File: src/rtl/core/vmsu_pkg.sv
// Shared types and constants of the virtual machine memory and stack unit.
package vmsu_pkg;

  // Fixed field widths of the request and response channels.
  localparam int unsigned SpW       = 17;
  localparam int unsigned AddrW     = 32;
  localparam int unsigned DataW     = 32;
  localparam int unsigned CountW    = 3;
  localparam int unsigned CfgIdxW   = 1;
  localparam int unsigned ByteW     = 8;
  localparam int unsigned WordBytes = 4;
  localparam int unsigned BankN     = 4;

  // Operation codes carried in the func field.
  typedef enum logic [1:0] {
    FUNC_READ  = 2'd0,
    FUNC_WRITE = 2'd1,
    FUNC_PUSH  = 2'd2,
    FUNC_POP   = 2'd3
  } func_e;

  // Response status codes.
  typedef enum logic [1:0] {
    ST_OK       = 2'd0,
    ST_INVALID  = 2'd1,
    ST_SEGFAULT = 2'd2,
    ST_OVERFLOW = 2'd3
  } status_e;

  // Configuration register indexes.
  typedef enum logic [CfgIdxW-1:0] {
    CFG_DATA_START = 1'b0,
    CFG_HEAP_END   = 1'b1
  } cfg_idx_e;

  // Commands from the controller to the datapath.
  typedef struct packed {
    logic clear;
    logic capture;
    logic access;
    logic load_out;
  } ctrl_cmd_t;

  // Status from the datapath to the controller.
  typedef struct packed {
    logic clear_last;
  } ctrl_status_t;

endpackage

File: src/rtl/core/vmsu_ctrl.sv
// Controller: clearing pass, request sequencing and response handshake.
module vmsu_ctrl import vmsu_pkg::*; (
  input  logic         clk_i,
  input  logic         rst_ni,
  input  logic         in_valid_i,
  output logic         in_ready_o,
  output logic         out_valid_o,
  input  logic         out_ready_i,
  input  ctrl_status_t status_i,
  output ctrl_cmd_t    cmd_o
);

  localparam logic [1:0] StClear  = 2'd0;
  localparam logic [1:0] StIdle   = 2'd1;
  localparam logic [1:0] StAccess = 2'd2;
  localparam logic [1:0] StDone   = 2'd3;

  logic [1:0] state_q, state_d;
  logic       out_valid_q, out_valid_d;
  logic       out_free;

  // Command decode.
  assign in_ready_o    = (state_q == StIdle);
  assign out_free      = !out_valid_q || out_ready_i;
  assign cmd_o.clear   = (state_q == StClear);
  assign cmd_o.capture = in_valid_i && in_ready_o;
  assign cmd_o.access  = (state_q == StAccess);
  assign cmd_o.load_out = (state_q == StDone) && out_free;

  // State transitions.
  always_comb begin
    state_d = state_q;
    case (state_q)
      StClear:  if (status_i.clear_last) state_d = StIdle;
      StIdle:   if (cmd_o.capture) state_d = StAccess;
      StAccess: state_d = StDone;
      StDone:   if (cmd_o.load_out) state_d = StIdle;
      default:  state_d = StClear;
    endcase
  end

  // Response valid flag.
  always_comb begin
    out_valid_d = out_valid_q;
    if (cmd_o.load_out) begin
      out_valid_d = 1'b1;
    end else if (out_ready_i) begin
      out_valid_d = 1'b0;
    end
  end

  always_ff @(posedge clk_i or negedge rst_ni) begin
    if (!rst_ni) begin
      state_q     <= StClear;
      out_valid_q <= 1'b0;
    end else begin
      state_q     <= state_d;
      out_valid_q <= out_valid_d;
    end
  end

  assign out_valid_o = out_valid_q;

endmodule

File: config.mk
export PLATFORM = sky130hd
export DESIGN_NAME = vmsu_ctrl
export DESIGN_NICKNAME = d
export VERILOG_FILES = /design/src/rtl/core/vmsu_pkg.sv /design/src/rtl/core/vmsu_ctrl.sv
export SDC_FILE = /design/constraint.sdc
export NUM_CORES = 1
export LEC_CHECK = 0
export BUFFER_PORTS_ARGS = -buffer_cell sky130_fd_sc_hd__buf_4
export CAP_MARGIN = 0
export CORE_AREA = 2 2 39 41
export CTS_CLUSTER_SIZE = 8
export DETAILED_ROUTE_END_ITERATION = 12
export DIE_AREA = 0 0 41 43
export PLACE_DENSITY = 0.4
export SLEW_MARGIN = 20
export SYNTH_ARGS = -nofsm -noshare
export SYNTH_HDL_FRONTEND = slang
export SYNTH_SLANG_ARGS = --single-unit
File: constraint.sdc
create_clock -name clk_i -period 1.3 [get_ports clk_i]
set_input_delay 0.26 -clock clk_i [delete_from_list [all_inputs] [get_ports clk_i]]
set_output_delay 0.26 -clock clk_i [all_outputs]
set_load 0.1 [all_outputs]
# ---- Yosys cells after proc, flatten, opt, wreduce, memory -nomap -nowiden
# Index checks and enable logic that the tools add are counted.
dict set report totals {
  n_memories 0
  latchBits 0
  ram_bits 0
  input_bits 5
  rom_bits 0
  output_inout_bits 6
  wordCells 21
  ff_bits 3
}
dict set report classes {
  n_mul 0
  order_cmp 0
  n_reduce_logical 7
  n_div 0
  mux 6
  bitwise 0
  shift 0
  n_addsub 0
  n_eq_ne 6
}
# operator n
set op_table {}
lappend op_table {{one-hot mux 2 bit (4 select lines)} 1}
lappend op_table {{two-way mux 2 bit} 3}
lappend op_table {{== test 2 bit (second input constant)} 2}
lappend op_table {{inequality test 2 bit (second input constant)} 2}
lappend op_table {{AND reduction 3 bit} 1}
lappend op_table {{== test 2 x 1 -> 1 bit (second input constant)} 1}
lappend op_table {{logical AND 1 bit} 2}
lappend op_table {{zero test 2 bit} 1}
lappend op_table {{two-way mux 1 bit} 2}
lappend op_table {{inequality test 2 x 1 -> 1 bit (second input constant)} 1}
lappend op_table {{nonzero test 2 bit} 1}
lappend op_table {{zero test 1 bit} 1}
lappend op_table {{logical OR 1 bit} 1}

# ---- Depth between registers and ports, before layout
# Gate-level depths: netlist of the first run.
dict set report logic_depth {
  word_depth 5
  mapped_depth 5
  depth_no_buf 5
}

# ---- Worst setup path before layout of the first run
# OpenSTA, ideal clock, no wires.
dict set report synth_timing {
  kind {reg-to-output}
  from {register state_q[1]}
  to {output cmd_o[2] in the netlist's numbering}
  path_stages_with_launch 4
  n_path_buf 0
  arrival_ps 2185
  slack_ps -1145
  t_required_ps 1040
  cell_sequence {dfrtp_1 inv_1 ha_1 and2_1}
}
# item line
set synth_lines {}
lappend synth_lines {{start, declared} vmsu_ctrl.sv:18} ;# logic [1:0] state_q, state_d;
lappend synth_lines {{start signal, assigned} vmsu_ctrl.sv:54} ;# state_q <= StClear;
lappend synth_lines {{start signal, assigned} vmsu_ctrl.sv:57} ;# state_q <= state_d;
lappend synth_lines {{end, declared} vmsu_ctrl.sv:10} ;# output ctrl_cmd_t cmd_o

==> results of run 1 <==
[final timing paths]
check / from / to / slack (ns)
setup / recovery: state_q[0] / cmd_o[0] / -0.17
hold / removal: out_ready_i / out_valid_o / 0.32
hold reg to reg: out_valid_o / out_valid_o / 0.58
setup reg to reg: state_q[0] / state_q[1] / -0.12
max in group asynchronous: rst_ni / out_valid_o / 0.84
min in group asynchronous: rst_ni / out_valid_o / 0.36
[cell type report]
cell class,count,area (um2)
Clock buffer,4,26.3
Fill cell,145,833
Inverter,4,22.5
Multi-Input combinational cell,13,198
Sequential cell,3,80.1
Tap cell,16,20.0
Timing Repair Buffer,18,204
[per-layer routing]
metal | part of all wire, % | track usage, %
met1 | 44 | 9.29
met2 | 53 | 11.6
met3 | 3.0 | 6.28
met4 | 0 | 0
met5 | 0 | 0
[sequential cells by signal, indices dropped and copies added (netlist names)]
signal       count
out_valid_o      1
state_q          2
[kinds of logic (layout without fill, tap and decap cells)]
logic type,after synthesis,count (layout),synth area share [%]
adders and majority gates,5,5,25.0
and+or+nand+nor,5,5,15.5
buffers and inverters,5,26,9.00
DFF,3,3,30.0
muxes,2,2,10.0
AOI/OAI and AO/OA,1,1,10.5
[cells in the final DEF, fill, tap and decap left out, drive strengths merged]
| cell type | n |
|---|---|
| dfrtp | 3 |
| clkinv | 2 |
| mux2 | 1 |
| buf | 17 |
| nand2 | 1 |
| inv | 2 |
| nand2b | 2 |
| o221ai | 1 |
| dlygate4sd3 | 1 |
| and2 | 2 |
| ha | 5 |
| clkbuf | 4 |
| mux2i | 1 |
[worst min-delay path, stage by stage]
cell and delay (ns):
buf_4 0.08, nand2b_4 0.13, nand2_1 0.05
[metrics by stage]
step	setup TNS (ns)	util (%)	setup WS [ns]	std cells	hold WS (ns)
finish	-0.790	39.8	-0.170	58	0.324
global route	-1.18	39.8	-0.230	58	0.329
CTS	-0.925	38.8	-0.186	57	0.322
detailed placement	-0.254	29.4	-0.116	50	0.0520
global placement	-0.130	29.4	-0.0706	50	0.0518
floorplan	-0.885	-	-0.279	21	-0.0356
[repair_timing]
item                       4_1_cts  5_1_grt
setup buffers                    2        1
hold endpoints to repair         3        0
pin swaps                        0        1
hold buffers                     1        0
gates resized for setup         19        2
gates cloned                     0        0
setup endpoints to repair        7        7
==> flow_metrics.py, run 1 <==
metrics = {
    "worst_setup_path": {
        "reg2regPathDepth": 5,
        "worstSetupPathType": "flip-flop to output port",
        "path_max_fanout": 4,
        "start_kind": "flip-flop",
        "arrival_ns": 1.21,
        "required_ns": 1.04,
        "slowest_delay_ns": 0.45,
        "crit_family": "flip-flops",
        "end_kind": "output port",
        "path_buf_inv": 1,
        "crit_chain": "ha_2 > and2_4 > buf_12",
        "worst-path-stages": 3,
        "critPathSlowestCell": "dfrtp_2",
    },
    "drt": {
        "firstDrtPassIters": 2,
        "wl_per_cell_um": 9.79,
        "wl_um": 568,
        "drc_errors": 0,
        "drtAntennaViolNets": 0,
        "viasPerCell": 3.62,
        "drtIter0Drc": 1,
        "vias": 210,
    },
    "logic_synthesis": {
        "async_flop_share_pct": 100,
        "synth.largest_area_cell": "dfrtp_1",
        "synth_top_area_share_pct": 30.0,
        "ys_top_cells_by_count": "ha_1 (5), dfrtp_1 (3), and2_1 (2), clkinv_1 (2), inv_1 (2)",
        "yosysMostFrequentCell": "ha_1",
        "syn-instance-count": 21,
        "synth_area_per_cell_um2": 11.9,
        "ys_seq_area_share_pct": 30.0,
        "synthTopCellsByArea": "dfrtp_1 (30%), ha_1 (25%), o221ai_4 (11%)",
        "synth_edf_count": 0,
        "synthFlopType": "dfrtp_1",
        "ys_types": 12,
        "mappedNetlistArea_um2": 250,
        "synth_nets": 31,
        "synth_seq_cells": 3,
        "ys_warn_count": 0,
    },
    "clocking": {
        "cts_max_level": 1,
        "cts.sinks": 3,
        "cts_root_buf": "clkbuf_4",
        "clk_pin_slew_ns": 0.04,
        "max-clock-path-buffers": 2,
        "clk_latency_ns": 0.23,
        "cts_tree": "built",
        "numCtsBuffers": 3,
    },
    "sta": {
        "fmaxAchievable_ghz": 0.680,
        "min_period_ns": 1.47,
        "rsz0062_at_grt": "true",
        "final.setup_skew_ns": 0.000464,
        "slew_violations": 0,
        "relSlewSlack_pct": 81.7,
        "hold_viol": 0,
        "post-route-period-util_pct": 113,
        "setup_ws_ns": -0.170,
        "final-setup-viol-count": 7,
        "worstMarginPinSlew_ns": 0.277,
    },
    "cells_and_area": {
        "diodes": 0,
        "drive_gt1_share_pct": 83.3,
        "fin_area_um2": 551,
        "nNetsFinal": 53,
        "area_delta_synth_final_pct": 120,
    },
    "floorplan": {
        "die_y_um": 43,
        "ioPinCount": 11,
        "core_area_mm2": 0.00138,
        "die-width_um": 41,
        "die_area_mm2": 0.00176,
        "rows": 14,
        "start_util_pct": 18.1,
    },
    "status": {
        "violations": "negative setup slack",
        "status": "finished, violations left",
    },
    "flow_run": {
        "cap_violations": 0,
    },
    "global_route": {
        "groute.usage.overall_pct": 7.82,
        "grt_pass1_vias": 223,
        "grt_max_degree": 5,
        "antenna_found_initial": 0,
        "grt_pass1_wl_um": 883,
        "globalRouteOverflowTotal": 0,
    },
    "placed_design": {
        "portBuffers": 10,
        "place_congestion": 0.660,
        "dp_hpwl_um": 462,
        "placed_area_um2": 407,
    },
    "worst_hold_path": {
        "min_path_cells": 3,
        "hold_path_class": "input pin to flip-flop",
    },
}
Power of run 1 is not shown: default switching activity piles up to over one toggle a cycle in this logic, so the estimate is an artifact.
==> run 2, diff against run 1 <==
==> constraint.sdc (replaced) <==
create_clock -name clk_i -period 1.3 [get_ports clk_i]
set_input_delay 0.065 -clock clk_i [delete_from_list [all_inputs] [get_ports clk_i]]
set_output_delay 0.065 -clock clk_i [all_outputs]
set_load 0.1 [all_outputs]
==> flow_metrics.py, run 2 (synthesis results as in run 1) <==
metrics = {
    "status": {
        "status": "finished, violations left",
        "violations": "negative setup slack",
    },
    "worst_hold_path": {
        "hold_path_class": "input pin to flip-flop",
        "whs_endpoint": "out_valid_o",
        "hold_start": "out_ready_i",
        "min_path_cells": 3,
    },
    "worst_setup_path": {
        "arrival_ns": 1.47,
        "start_kind": "flip-flop",
        "reg2regPathDepth": 5,
        "r2r-end": "state_q[1]",
        "path_buf_inv": 2,
        "slowest_delay_ns": 0.43,
        "r2r_slack_ns": -0.06,
        "path_max_fanout": 4,
        "crit_family": "flip-flops",
        "worstSetupPathType": "flip-flop to flip-flop",
        "rr_startpoint": "state_q[0]",
        "end_kind": "flip-flop",
        "crit_chain": "inv_2 > ha_4 > clkinv_4 > o221ai_4 > mux2_4",
        "critPathSlowestCell": "dfrtp_2",
        "required_ns": 1.41,
    },
    "clocking": {
        "clk_latency_ns": 0.23,
        "clk_pin_slew_ns": 0.03,
        "cts_root_buf": "clkbuf_4",
        "max-clock-path-buffers": 2,
        "numCtsBuffers": 3,
        "cts_max_level": 1,
        "cts_tree": "built",
        "cts.sinks": 3,
    },
    "sta": {
        "setup_tns_ns": -0.0946,
        "final-setup-viol-count": 3,
        "relSlewSlack_pct": 81.6,
        "fmaxAchievable_ghz": 0.736,
        "rsz0062_at_grt": "true",
        "hold_viol": 0,
        "worstMarginPinSlew_ns": 0.278,
        "post-route-period-util_pct": 105,
        "slew_violations": 0,
        "min_period_ns": 1.36,
        "setup_ws_ns": -0.0586,
        "final.setup_skew_ns": 0.00198,
    },
    "drt": {
        "viasPerCell": 3.75,
        "drc_errors": 0,
        "wl_um": 519,
        "vias": 221,
        "drtAntennaViolNets": 0,
        "firstDrtPassIters": 1,
        "drtIter0Drc": 0,
        "wl_per_cell_um": 8.80,
    },
    "cells_and_area": {
        "layout.area.seq_um2": 77.6,
        "num-fill-cells": 143,
        "largest_reg_flops": 2,
        "diodes": 0,
        "top_register": "state_q",
        "area_delta_synth_final_pct": 108,
        "layout_common_cells": "buf_4 (12), buf_6 (4), ha_4 (3), clkbuf_4 (3)",
        "nNetsFinal": 54,
        "layout_commonest_cell": "buf_4",
        "drive_gt1_share_pct": 79.1,
        "multi_input_area_um2": 193,
        "final_cells": 59,
    },
    "floorplan": {
        "ioPinCount": 11,
        "die-width_um": 41,
        "die_area_mm2": 0.00176,
        "start_util_pct": 18.1,
        "core_area_mm2": 0.00138,
        "die_y_um": 43,
        "rows": 14,
    },
    "global_route": {
        "globalRouteOverflowTotal": 0,
        "antenna_found_initial": 0,
        "grt_pass1_wl_um": 841,
        "grt_pass1_vias": 223,
        "groute.usage.overall_pct": 7.53,
        "grt_max_degree": 5,
    },
    "placed_design": {
        "portBuffers": 10,
        "place_congestion": 0.741,
        "dp_hpwl_um": 436,
        "dpl.cell_count": 52,
    },
    "flow_run": {
        "cap_violations": 0,
    },
}
==> run 2: worst min-delay path, cell delays in order <==
cell and delay (ns):
buf_4 0.08, nand2b_4 0.13, nand2_1 0.06
==> run 2: what timing repair did <==
| action | in CTS | in global routing |
|---|---|---|
| gates resized for setup | 9 | 4 |
| hold buffers | 1 | 0 |
| hold endpoints to repair | 3 | 0 |
| pin swaps | 1 | 1 |
| setup endpoints to repair | 4 | 7 |
| setup buffers | 2 | 0 |
==> run 2: how the worst max path moves through the flow <==
stage | startpoint | to | slack (ns) | cells after the start
finish | state_q[0] | state_q[1] | -0.06 | 5
global route | state_q[0] | state_q[1] | -0.12 | 5
CTS | state_q[0] | cmd_o[2] | -0.07 | 4
detailed placement | state_q[1] | state_q[1] | -0.09 | 5
global placement | state_q[1] | state_q[1] | -0.06 | 5
floorplan | state_q[0] | state_q[1] | -0.28 | 5
==> run 2: final cells by class <==
cell class / instances / area share, %
Inverter: 4 / 3.84
Timing Repair Buffer: 19 / 35.5
Sequential cell: 3 / 14.9
Clock buffer: 4 / 5.04
Tap cell: 16 / 3.84
Multi-Input combinational cell: 13 / 36.9
==> run 2: per-layer routing <==
| layer | vias up | GRT usage (%) | share of wire (%) |
|---|---|---|---|
| li1 | 109 | - | - |
| met1 | 102 | 8.68 | 39 |
| met2 | 8 | 11.3 | 52 |
| met3 | 2 | 1.57 | 6.2 |
| met4 | 0 | 6.00 | 3.3 |
| met5 | - | 0 | 0 |
==> run 2: stage by stage <==
stage	utilization [%]	setup WS (ns)	hold slack, ns	instance area [um2]
2_1_floorplan	-	-0.279	-0.231	284
3_3_place_gp	30.1	-0.0554	-0.145	417
3_5_place_dp	30.1	-0.0875	-0.146	417
4_1_cts	36.8	-0.0671	0.142	509
5_1_grt	37.7	-0.118	0.131	522
6_report	37.7	-0.0586	0.138	522
Power of run 2 is left out for the same reason.
==> run 3, diff against run 2 <==
- CTS_BUF_LIST: not set -> sky130_fd_sc_hd__clkbuf_8
- PLACE_DENSITY: 0.4 -> 0.39
- clock period: 1.3 -> 1.6 ns (I/O delays scaled with it)
==> flow_metrics.py, run 3 (synthesis results as in run 1) <==
metrics = {
    "worst_hold_path": {
        "hold_path_class": "input pin to flip-flop",
        "min_path_cells": 3,
        "whs_endpoint": "out_valid_o",
        "hold_start": "out_ready_i",
    },
    "global_route": {
        "grt_pass1_wl_um": 717,
        "grt_max_degree": 5,
        "antenna_found_initial": 0,
        "globalRouteOverflowTotal": 0,
        "grt_pass1_vias": 196,
        "groute.usage.overall_pct": 6.33,
    },
    "worst_setup_path": {
        "path_max_fanout": 4,
        "crit_chain": "inv_1 > ha_2 > and2_4 > buf_4",
        "arrival_ns": 1.40,
        "rr_startpoint": "state_q[0]",
        "r2r_slack_ns": 0.13,
        "critPathSlowestCell": "dfrtp_1",
        "required_ns": 1.52,
        "start_kind": "flip-flop",
        "reg2regPathDepth": 5,
        "r2r-end": "state_q[1]",
        "slowest_delay_ns": 0.41,
        "worstSetupPathType": "flip-flop to output port",
        "end_kind": "output port",
    },
    "clocking": {
        "cts_hold_buf": 1,
        "clk_pin_slew_ns": 0.03,
        "cts_setup_buffers": 0,
        "cts_max_level": 1,
        "numCtsBuffers": 3,
        "cts.sinks": 3,
        "cts_resized": 0,
        "cts_root_buf": "clkbuf_8",
        "cts_tree": "built",
        "clk_latency_ns": 0.21,
        "max-clock-path-buffers": 2,
    },
    "cells_and_area": {
        "top_register": "state_q",
        "diodes": 0,
        "layout_common_cells": "buf_4 (10), inv_1 (3), ha_1 (3), clkbuf_8 (3), dfrtp_1 (3)",
        "drive_gt1_share_pct": 57.1,
        "layout_commonest_cell": "buf_4",
        "largest_reg_flops": 2,
        "area_delta_synth_final_pct": 64.0,
        "nNetsFinal": 46,
    },
    "drt": {
        "firstDrtPassIters": 2,
        "wl_um": 444,
        "wl_per_cell_um": 8.71,
        "viasPerCell": 3.63,
        "drc_errors": 0,
        "drtIter0Drc": 7,
        "drtAntennaViolNets": 0,
        "vias": 185,
    },
    "sta": {
        "final-setup-viol-count": 0,
        "min_period_ns": 1.48,
        "post-route-period-util_pct": 92.6,
        "hold_viol": 0,
        "fmaxAchievable_ghz": 0.675,
        "whs_ns": 0.173,
        "worstMarginPinSlew_ns": 0.279,
        "slew_violations": 0,
        "rsz0062_at_grt": "false",
        "final.setup_skew_ns": 0.000663,
        "relSlewSlack_pct": 81.5,
    },
    "floorplan": {
        "ioPinCount": 11,
        "start_util_pct": 18.1,
        "die-width_um": 41,
        "die_y_um": 43,
        "rows": 14,
        "die_area_mm2": 0.00176,
        "core_area_mm2": 0.00138,
    },
    "flow_run": {
        "cap_violations": 0,
    },
    "placed_design": {
        "dp_hpwl_um": 390,
        "portBuffers": 10,
        "place_congestion": 0.722,
    },
    "status": {
        "status": "complete, no violations",
    },
}
run 3: metrics by stage:
step	setup TNS, ns	std cells	worst slack, ns	utilization (%)	instance area (um2)
detailed placement	0	46	0.0968	25.7	355
CTS	0	51	0.0877	29.7	410
global placement	0	46	0.117	25.7	355
finish	0	51	0.118	29.7	410
global route	0	51	0.0161	29.7	410
floorplan	-0.120	21	-0.120	-	268
run 3: worst max-delay path: cells and delay by family, from the launching register on:
kind	cells	cell delay, ns
adder cells (fa/ha/maj)	1	0.22
AND/OR/NAND/NOR	1	0.13
buffers and inverters	2	0.42
flip-flops	1	0.41
run 3: area by class of cell:
type / instances / area, um2
Sequential cell: 3 / 75.1
Timing Repair Buffer: 11 / 85.1
Clock buffer: 3 / 41.3
Tap cell: 16 / 20.0
Inverter: 4 / 15.0
Clock inverter: 1 / 3.75
Multi-Input combinational cell: 13 / 170
Fill cell: 151 / 973
run 3: how the worst max path moves through the flow:
| stage | slack (ns) | endpoint | start |
|---|---|---|---|
| 3_5_place_dp | 0.1 | state_q[1] | state_q[0] |
| 6_report | 0.12 | cmd_o[2] | state_q[1] |
| 5_1_grt | 0.02 | state_q[1] | state_q[1] |
| 2_1_floorplan | -0.12 | state_q[1] | state_q[1] |
| 4_1_cts | 0.09 | cmd_o[2] | state_q[1] |
| 3_3_place_gp | 0.12 | state_q[1] | state_q[0] |
run 3: layer usage:
| metal | GRT usage [%] | up-vias | part of all wire (%) |
|---|---|---|---|
| li1 | - | 93 | - |
| met1 | 6.75 | 86 | 38 |
| met2 | 9.38 | 6 | 53 |
| met3 | 3.14 | 0 | 8.8 |
| met4 | 4.00 | 0 | 0 |
| met5 | 0 | - | 0 |
Power of run 3 is left out for the same reason.
